## config.mk

```make
export PLATFORM = sky130hd
export DESIGN_NAME = simplified_aes_block_cipher
export DESIGN_NICKNAME = d
export VERILOG_FILES = /design/src/hw/rtl/saes_pkg.sv /design/src/hw/rtl/simplified_aes_block_cipher.sv
export SDC_FILE = /design/constraint.sdc
export NUM_CORES = 1
export LEC_CHECK = 0
export ABC_AREA = 1
export BUFFER_PORTS_ARGS = -buffer_cell sky130_fd_sc_hd__buf_2
export CAP_MARGIN = 0
export CORE_MARGIN = 4
export CORE_UTILIZATION = 55
export DETAILED_ROUTE_END_ITERATION = 12
export PLACE_DENSITY = 0.79
export SETUP_SLACK_MARGIN = 0.2
export SYNTH_ARGS = -nofsm -noshare
export SYNTH_HDL_FRONTEND = slang
export SYNTH_SLANG_ARGS = --single-unit
```

## constraint.sdc

```tcl
create_clock -name clk -period 7.95 [get_ports clk]
set_input_delay 0.795 -clock clk [delete_from_list [all_inputs] [get_ports clk]]
set_output_delay 0.795 -clock clk [all_outputs]
set_load 0.005 [all_outputs]
```

## src/hw/rtl/saes_pkg.sv

```systemverilog
// types, tables and round functions for the simplified aes block cipher
package saes_pkg;

  typedef enum logic [1:0] {
    OP_ENC    = 2'd0,
    OP_DEC    = 2'd1,
    OP_DOUBLE = 2'd2,
    OP_TRIPLE = 2'd3
  } op_t;

  // register index taken from paddr[2]
  localparam logic REG_KEY_FIRST  = 1'b0;
  localparam logic REG_KEY_SECOND = 1'b1;

  localparam int unsigned ADDR_W = 3;
  localparam int unsigned DATA_W = 32;
  localparam int unsigned BLOCK_W = 16;

  localparam logic [7:0] RCON_1 = 8'h80;
  localparam logic [7:0] RCON_2 = 8'h30;

  localparam logic [3:0] MIX_DIAG     = 4'h1;
  localparam logic [3:0] MIX_OFF      = 4'h4;
  localparam logic [3:0] INV_MIX_DIAG = 4'h9;
  localparam logic [3:0] INV_MIX_OFF  = 4'h2;

  typedef struct packed {
    logic [BLOCK_W-1:0] k0;
    logic [BLOCK_W-1:0] k1;
    logic [BLOCK_W-1:0] k2;
  } round_keys_t;

  function automatic logic [3:0] sbox_fwd(input logic [3:0] n);
    logic [3:0] r;
    case (n)
      4'h0: r = 4'h9;
      4'h1: r = 4'h4;
      4'h2: r = 4'hA;
      4'h3: r = 4'hB;
      4'h4: r = 4'hD;
      4'h5: r = 4'h1;
      4'h6: r = 4'h8;
      4'h7: r = 4'h5;
      4'h8: r = 4'h6;
      4'h9: r = 4'h2;
      4'hA: r = 4'h0;
      4'hB: r = 4'h3;
      4'hC: r = 4'hC;
      4'hD: r = 4'hE;
      4'hE: r = 4'hF;
      default: r = 4'h7;
    endcase
    return r;
  endfunction

  function automatic logic [3:0] sbox_inv(input logic [3:0] n);
    logic [3:0] r;
    case (n)
      4'h0: r = 4'hA;
      4'h1: r = 4'h5;
      4'h2: r = 4'h9;
      4'h3: r = 4'hB;
      4'h4: r = 4'h1;
      4'h5: r = 4'h7;
      4'h6: r = 4'h8;
      4'h7: r = 4'hF;
      4'h8: r = 4'h6;
      4'h9: r = 4'h0;
      4'hA: r = 4'h2;
      4'hB: r = 4'h3;
      4'hC: r = 4'hC;
      4'hD: r = 4'h4;
      4'hE: r = 4'hD;
      default: r = 4'hE;
    endcase
    return r;
  endfunction

  // multiply in gf(2^4) modulo x^4+x+1
  function automatic logic [3:0] gf_mul(input logic [3:0] a, input logic [3:0] b);
    logic [3:0] acc;
    logic [4:0] x;
    acc = 4'h0;
    x = {1'b0, a};
    for (int i = 0; i < 4; i++) begin
      if (b[i]) begin
        acc = acc ^ x[3:0];
      end
      x = {x[3:0], 1'b0};
      if (x[4]) begin
        x = x ^ 5'h13;
      end
    end
    return acc;
  endfunction

  function automatic logic [BLOCK_W-1:0] sub_fwd(input logic [BLOCK_W-1:0] s);
    return {sbox_fwd(s[15:12]), sbox_fwd(s[11:8]), sbox_fwd(s[7:4]), sbox_fwd(s[3:0])};
  endfunction

  function automatic logic [BLOCK_W-1:0] sub_inv(input logic [BLOCK_W-1:0] s);
    return {sbox_inv(s[15:12]), sbox_inv(s[11:8]), sbox_inv(s[7:4]), sbox_inv(s[3:0])};
  endfunction

  // swap nibbles 1 and 3
  function automatic logic [BLOCK_W-1:0] shift_rows(input logic [BLOCK_W-1:0] s);
    return {s[15:12], s[3:0], s[7:4], s[11:8]};
  endfunction

  function automatic logic [BLOCK_W-1:0] mix_cols(input logic [BLOCK_W-1:0] s,
                                                  input logic [3:0] diag,
                                                  input logic [3:0] off);
    logic [3:0] m0, m1, m2, m3;
    m0 = gf_mul(diag, s[15:12]) ^ gf_mul(off, s[11:8]);
    m1 = gf_mul(off, s[15:12]) ^ gf_mul(diag, s[11:8]);
    m2 = gf_mul(diag, s[7:4]) ^ gf_mul(off, s[3:0]);
    m3 = gf_mul(off, s[7:4]) ^ gf_mul(diag, s[3:0]);
    return {m0, m1, m2, m3};
  endfunction

  function automatic logic [7:0] g_func(input logic [7:0] w, input logic [7:0] rcon);
    logic [7:0] rot;
    rot = {w[3:0], w[7:4]};
    return rcon ^ {sbox_fwd(rot[7:4]), sbox_fwd(rot[3:0])};
  endfunction

  function automatic round_keys_t expand_key(input logic [BLOCK_W-1:0] k);
    round_keys_t rk;
    logic [7:0] w2, w3, w4, w5;
    w2 = k[15:8] ^ g_func(k[7:0], RCON_1);
    w3 = w2 ^ k[7:0];
    w4 = w2 ^ g_func(w3, RCON_2);
    w5 = w4 ^ w3;
    rk.k0 = k;
    rk.k1 = {w2, w3};
    rk.k2 = {w4, w5};
    return rk;
  endfunction

  function automatic logic [BLOCK_W-1:0] encrypt(input logic [BLOCK_W-1:0] p,
                                                 input round_keys_t rk);
    logic [BLOCK_W-1:0] s;
    s = p ^ rk.k0;
    s = mix_cols(shift_rows(sub_fwd(s)), MIX_DIAG, MIX_OFF);
    s = s ^ rk.k1;
    s = shift_rows(sub_fwd(s));
    return s ^ rk.k2;
  endfunction

  function automatic logic [BLOCK_W-1:0] decrypt(input logic [BLOCK_W-1:0] c,
                                                 input round_keys_t rk);
    logic [BLOCK_W-1:0] s;
    s = c ^ rk.k2;
    s = sub_inv(shift_rows(s));
    s = s ^ rk.k1;
    s = mix_cols(s, INV_MIX_DIAG, INV_MIX_OFF);
    s = sub_inv(shift_rows(s));
    return s ^ rk.k0;
  endfunction

endpackage

```

## src/hw/rtl/simplified_aes_block_cipher.sv

```systemverilog
// 16-bit simplified aes block cipher: single, double and triple modes, one beat per cycle unless stalled
//
// Takes one beat per clock when the result side keeps up; each beat passes first through the
// input register and then the result register. All cipher passes of a beat, up to three for
// the encrypt-decrypt-encrypt opcode, sit in one combinational layer between those two
// registers. Round keys are expanded when a key register is written, so the
// key schedule is off the data path; a key write applies to every beat not yet in the result
// register, so keys are best written with the block empty. With the
// result side stalled the block still holds one more beat in its input register before it
// raises in_stall. Keys live at byte address 0 (key_first) and 4 (key_second); paddr[1:0] is
// ignored and reads return the key in the low 16 bits.
module simplified_aes_block_cipher (
  input  logic                           clk,
  input  logic                           rst,
  // apb-style configuration port
  input  logic                           psel,
  input  logic                           penable,
  input  logic                           pwrite,
  input  logic [saes_pkg::ADDR_W-1:0]    paddr,
  input  logic [saes_pkg::DATA_W-1:0]    pwdata,
  output logic [saes_pkg::DATA_W-1:0]    prdata,
  output logic                           pready,
  // input channel
  input  logic                           in_valid,
  output logic                           in_stall,
  input  logic [1:0]                     opcode,
  input  logic [saes_pkg::BLOCK_W-1:0]   data_in,
  // result channel
  output logic                           out_valid,
  input  logic                           out_stall,
  output logic [saes_pkg::BLOCK_W-1:0]   data_out
);

  logic [saes_pkg::BLOCK_W-1:0] key_first;
  logic [saes_pkg::BLOCK_W-1:0] key_second;
  saes_pkg::round_keys_t        rk_first;
  saes_pkg::round_keys_t        rk_second;

  logic                         s1_valid;
  saes_pkg::op_t                s1_opcode;
  logic [saes_pkg::BLOCK_W-1:0] s1_data;

  logic                         cfg_write;
  logic                         in_accept;
  logic                         s1_advance;
  logic [saes_pkg::BLOCK_W-1:0] enc_first;
  logic [saes_pkg::BLOCK_W-1:0] dec_first;
  logic [saes_pkg::BLOCK_W-1:0] enc_second;
  logic [saes_pkg::BLOCK_W-1:0] dec_second;
  logic [saes_pkg::BLOCK_W-1:0] enc_third;
  logic [saes_pkg::BLOCK_W-1:0] data_out_next;

  // configuration port
  assign pready    = 1'b1;
  assign cfg_write = psel && penable && pwrite;

  always_ff @(posedge clk) begin
    if (rst) begin
      key_first  <= '0;
      key_second <= '0;
      rk_first   <= saes_pkg::expand_key('0);
      rk_second  <= saes_pkg::expand_key('0);
    end else if (cfg_write) begin
      case (paddr[2])
        saes_pkg::REG_KEY_FIRST: begin
          key_first <= pwdata[saes_pkg::BLOCK_W-1:0];
          rk_first  <= saes_pkg::expand_key(pwdata[saes_pkg::BLOCK_W-1:0]);
        end
        saes_pkg::REG_KEY_SECOND: begin
          key_second <= pwdata[saes_pkg::BLOCK_W-1:0];
          rk_second  <= saes_pkg::expand_key(pwdata[saes_pkg::BLOCK_W-1:0]);
        end
        default: begin
        end
      endcase
    end
  end

  always_comb begin
    case (paddr[2])
      saes_pkg::REG_KEY_FIRST:  prdata = {{(saes_pkg::DATA_W-saes_pkg::BLOCK_W){1'b0}},
                                          key_first};
      saes_pkg::REG_KEY_SECOND: prdata = {{(saes_pkg::DATA_W-saes_pkg::BLOCK_W){1'b0}},
                                          key_second};
      default:                  prdata = '0;
    endcase
  end

  // handshake: input register moves on when the result register is empty or being taken
  assign s1_advance = !out_valid || !out_stall;
  assign in_stall   = s1_valid && !s1_advance;
  assign in_accept  = in_valid && !in_stall;

  always_ff @(posedge clk) begin
    if (rst) begin
      s1_valid <= 1'b0;
    end else if (in_accept) begin
      s1_valid <= 1'b1;
    end else if (s1_advance) begin
      s1_valid <= 1'b0;
    end
  end

  always_ff @(posedge clk) begin
    if (in_accept) begin
      s1_opcode <= saes_pkg::op_t'(opcode);
      s1_data   <= data_in;
    end
  end

  // cipher passes
  assign enc_first  = saes_pkg::encrypt(s1_data, rk_first);
  assign dec_first  = saes_pkg::decrypt(s1_data, rk_first);
  assign enc_second = saes_pkg::encrypt(enc_first, rk_second);
  assign dec_second = saes_pkg::decrypt(enc_first, rk_second);
  assign enc_third  = saes_pkg::encrypt(dec_second, rk_first);

  always_comb begin
    case (s1_opcode)
      saes_pkg::OP_ENC:    data_out_next = enc_first;
      saes_pkg::OP_DEC:    data_out_next = dec_first;
      saes_pkg::OP_DOUBLE: data_out_next = enc_second;
      saes_pkg::OP_TRIPLE: data_out_next = enc_third;
      default:             data_out_next = enc_first;
    endcase
  end

  always_ff @(posedge clk) begin
    if (rst) begin
      out_valid <= 1'b0;
    end else if (s1_advance) begin
      out_valid <= s1_valid;
    end
  end

  always_ff @(posedge clk) begin
    if (s1_advance && s1_valid) begin
      data_out <= data_out_next;
    end
  end

`ifndef SYNTHESIS
  // an accepted beat always lands in the input register
  a_accept_loads: assert property (@(posedge clk) disable iff (rst)
    in_valid && !in_stall |=> s1_valid)
    else $error("accepted beat not held in input register");

  // a held beat moves to an empty result register
  a_advance: assert property (@(posedge clk) disable iff (rst)
    s1_valid && !out_valid |=> out_valid)
    else $error("input beat did not move to result register");

  // stall only when both registers are full and the result is stalled
  a_stall_cause: assert property (@(posedge clk) disable iff (rst)
    in_stall |-> s1_valid && out_valid && out_stall)
    else $error("input stalled without a full pipeline");

  // nothing is shown right after reset
  a_reset_empty: assert property (@(posedge clk)
    $past(rst) |-> !out_valid && !s1_valid)
    else $error("beat present after reset");
`endif

endmodule
```

==> key figures <==
GRT
  • GRT Residual Overflow: 0
  • GRT Util Overall: 0.307
  • Antenna violations before repair: 1
  • First-pass GRT wire length: 95,100 um
  • Number of global-route vias before repair: 18,300
  • Largest net degree at the start of global routing: 65

Finish
  • Final nets: 3,502
  • Ant diodes: 0
  • Final instance area: 21,200 sq um
  • Layout area overhead: 9.43%
  • Register Area: 2990 sq um
  • Area of the multi-input gates: 14,800 sq um
  • Filler Cell Count: 3,206
  • Share of cells above drive strength 1: 0.143

CTS
  • CTS Buf Count: 17
  • Number of clock sinks: 132
  • Clock Latency Late Sink: 0.46 ns
  • Clk slew on worst S/H paths: 0.06 ns
  • CTS max path bufs: 2
  • H-tree depth: 4
  • Hold buffer count at cts: 0
  • Root buffer cell: clkbuf_16
  • CTS tree: yes

Setup path
  • R2r startpoint: s1_data[1]
  • Crit path max-delay cell type: edfxtp_1
  • Reg-to-Reg End: data_out[14]
  • Crit path largest cell delay: 0.42 ns
  • Worst reg2reg path depth: 52
  • Cell mode on critical path: nand2_1
  • Largest fanout on the critical path: 7
  • Crit Path Category: flip-flop to flip-flop
  • CP Capture Type: flip-flop
  • Critical Path Start Type: flip-flop
  • Required time of the critical path: 8.12 ns
  • CP arrival: 7.50 ns
  • Reg2reg setup slack: 0.63 ns

Synthesis
  • Post-synthesis xor/xnor area fraction: 0.0720
  • Adder-Cell Fraction of Synth Area: 0.167
  • Seq/Total Area, Yosys: 0.154
  • Synth Area in Compound Gates: 0.122
  • Synthesis-stage register bit count: 132
  • Synth Area in Simple Gates: 0.385
  • Main synth FF type: dfxtp_1
  • Async S/R FF share, synth: 0
  • Synthesized area: 19,400 sq um
  • Main combinational cell family by area after synthesis: simple AND/OR/NAND/NOR gates
  • Gate Count Post-Synth: 3,094
  • Mean Syn Cell Area: 6.27 sq um
  • EDFF count, synth: 34
  • Count of unique library cells instantiated by Yosys: 60
  • Multiplexer area fraction after synthesis: 0
  • Yosys warnings: 0

Floorplanning
  • DIE WIDTH: 196 um
  • Die Y: 196 um
  • Area of the core: 34,600 sq um
  • Die Area: 38,300 sq um
  • Top-Level Pins: 111
  • Starting density of the core: 0.560
  • Rows: 68

Timing
  • Setup TNS: 0 ns
  • RSZ-0062 raised after global routing: no
  • Worst Skew: 0.0162 ns
  • Final min period: 7.32 ns
  • Setup Viol. Count Final: 0
  • Least-Margin Pin Slew: 1.18 ns
  • Max transition margin: 0.212
  • Final period utilization: 0.921
  • Achievable frequency: 137 MHz
  • Worst hold margin: 0.508 ns
  • Final hold violation count: 0
  • Final slew viol count: 0

Drt
  • Avg WL per Cell: 17.0 um
  • Initial DRT Pass Iterations: 6
  • DRC errors left: 0
  • Vias per cell: 5.70
  • Via count: 20,800
  • Post-Route WL: 61,900 um
  • Final ANT Viol Nets: 0
  • 1st-iter DRT viols: 2,184

Job
  • Max-Cap Viols: 0

Min path
  • Hold depth: 2
  • Hold Crit Class: flip-flop to flip-flop
  • WHS Endpoint: out_valid
  • Worst hold start: s1_valid

Run status
  • Outcome: completed

Place
  • Dpl hpwl: 49,500 um
  • Area after DPL: 20,300 sq um
  • Gp weighted congestion: 0.993
  • Port bufs: 75
[worst max path at each step]
stage,end,cells past startpoint,slack (ns),from
2_1_floorplan,data_out[14],52,1.34,rk_first[45]
5_1_grt,data_out[10],51,0.16,s1_data[5]
6_report,data_out[14],52,0.63,s1_data[1]
3_3_place_gp,data_out[14],53,0.45,s1_data[1]
4_1_cts,data_out[10],50,0.21,s1_data[4]
3_5_place_dp,data_out[14],54,0.14,s1_data[1]
[kinds of logic (layout without fill, tap and decap cells)]
logic type | count (synthesis) | count (layout)
simple gates | 1636 | 1636
fa+ha+maj | 259 | 259
flops | 132 | 132
compound gates | 424 | 424
buf+inv | 491 | 578
xor+xnor | 150 | 150
other cells | 2 | 17
[per-stage QoR]
stage | worst slack, ns | instances | util
6_report | 0.625 | 3651 | 0.613
5_1_grt | 0.155 | 3651 | 0.613
4_1_cts | 0.213 | 3635 | 0.601
3_5_place_dp | 0.143 | 3601 | 0.585
3_3_place_gp | 0.452 | 3601 | 0.585
2_1_floorplan | 1.34 | 3109 | -
[layout by cell type, fill, tap and decap left out, drive strengths merged]
master    instances
nand2          1057
inv             432
nand3           416
ha              259
o21ai           223
a21oi           119
buf             113
xor2            104
dfxtp            98
nor2             76
xnor2            46
or2              35
edfxtp           34
o211ai           30
nand4            26
nand3b           18
conb             17
clkbuf           17
clkinv           14
o31ai            13
a21boi           12
nor3              8
a31oi             6
o22ai             4
o311ai            3
a211oi            2
o32ai             2
a22oi             2
a221oi            1
o21a              1
a31o              1
o311a             1
o221ai            1
o2111ai           1
a32oi             1
a311oi            1
clkinvlp          1
bufinv            1
[flip-flops by register name (all words and copies together), names as in the netlist]
name	flops
rk_first	48
rk_second	48
data_out	16
s1_data	16
s1_opcode	2
out_valid	1
s1_valid	1
[area by class of cell]
cell class / count / area share
clock buffer: 17 / 0.0200
clock inverter: 15 / 0.00589
inverter: 433 / 0.0770
multi-input combinational: 2486 / 0.698
sequential: 132 / 0.141
tap: 455 / 0.0268
timing repair buffer: 113 / 0.0311
[synth_stat cells, types with 2 or more instances]
| library cell | count | area (sq um) |
|---|---|---|
| a21boi_1 | 2 | 15.0 |
| buf_1 | 2 | 7.51 |
| nor2_1 | 75 | 282 |
| o31ai_1 | 12 | 90.1 |
| xor2_1 | 97 | 850 |
| nand2_1 | 927 | 3480 |
| clkinv_2 | 2 | 10.0 |
| clkbuf_1 | 33 | 124 |
| or2_2 | 25 | 156 |
| o211ai_1 | 29 | 218 |
| o21ai_0 | 197 | 986 |
| inv_4 | 3 | 18.8 |
| nand2_2 | 110 | 688 |
| buf_4 | 19 | 143 |
| clkinv_1 | 6 | 22.5 |
| o311ai_0 | 2 | 17.5 |
| a22oi_1 | 2 | 15.0 |
| nand2_4 | 19 | 214 |
| nand3b_1 | 18 | 135 |
| a211oi_1 | 2 | 15.0 |
| xnor2_1 | 42 | 368 |
| edfxtp_1 | 34 | 1020 |
| inv_2 | 42 | 158 |
| or2_1 | 9 | 56.3 |
| xnor2_2 | 4 | 65.1 |
| buf_2 | 3 | 15.0 |
| xor2_2 | 7 | 114 |
| nand3_2 | 24 | 240 |
| conb_1 | 2 | 7.51 |
| o32ai_1 | 2 | 17.5 |
| o21ai_1 | 24 | 120 |
| dfxtp_1 | 98 | 1960 |
| ha_1 | 259 | 3240 |
| nor3_1 | 8 | 40.0 |
| nand4_1 | 26 | 163 |
| inv_1 | 380 | 1430 |
| nand3_4 | 2 | 35.0 |
| a21boi_0 | 10 | 75.1 |
| nand3_1 | 390 | 1950 |
| a31oi_1 | 6 | 37.5 |
| o22ai_1 | 4 | 25.0 |
| a21oi_1 | 118 | 591 |
[what timing repair did]
action                                  CTS  global route
setup buffers                             2            16
pin swaps                                 2            20
gates resized for setup                   0            75
endpoints found under the setup margin    4            16
[layer usage]
| layer | vias up | share of wire | track usage | wire length [um] |
|---|---|---|---|---|
| li1 | 10100 | - | - | - |
| met1 | 9528 | 0.43 | 0.449 | 26700 |
| met2 | 1038 | 0.42 | 0.463 | 26100 |
| met3 | 115 | 0.12 | 0.0562 | 7570 |
| met4 | 0 | 0.025 | 0.0853 | 1560 |
| met5 | - | 0 | 0 | 0 |
[critical path, delay by kind of cell (launching register included)]
family | cells | cell delay (ns)
buf+inv | 7 | 0.63
xor+xnor | 4 | 0.89
flops | 1 | 0.42
fa+ha+maj | 6 | 1.40
simple gates | 33 | 3.38
compound gates | 2 | 0.29
Power is left out: the tool's default activity adds up to more than one toggle a clock period on the data nets, which glitch-free logic cannot reach.
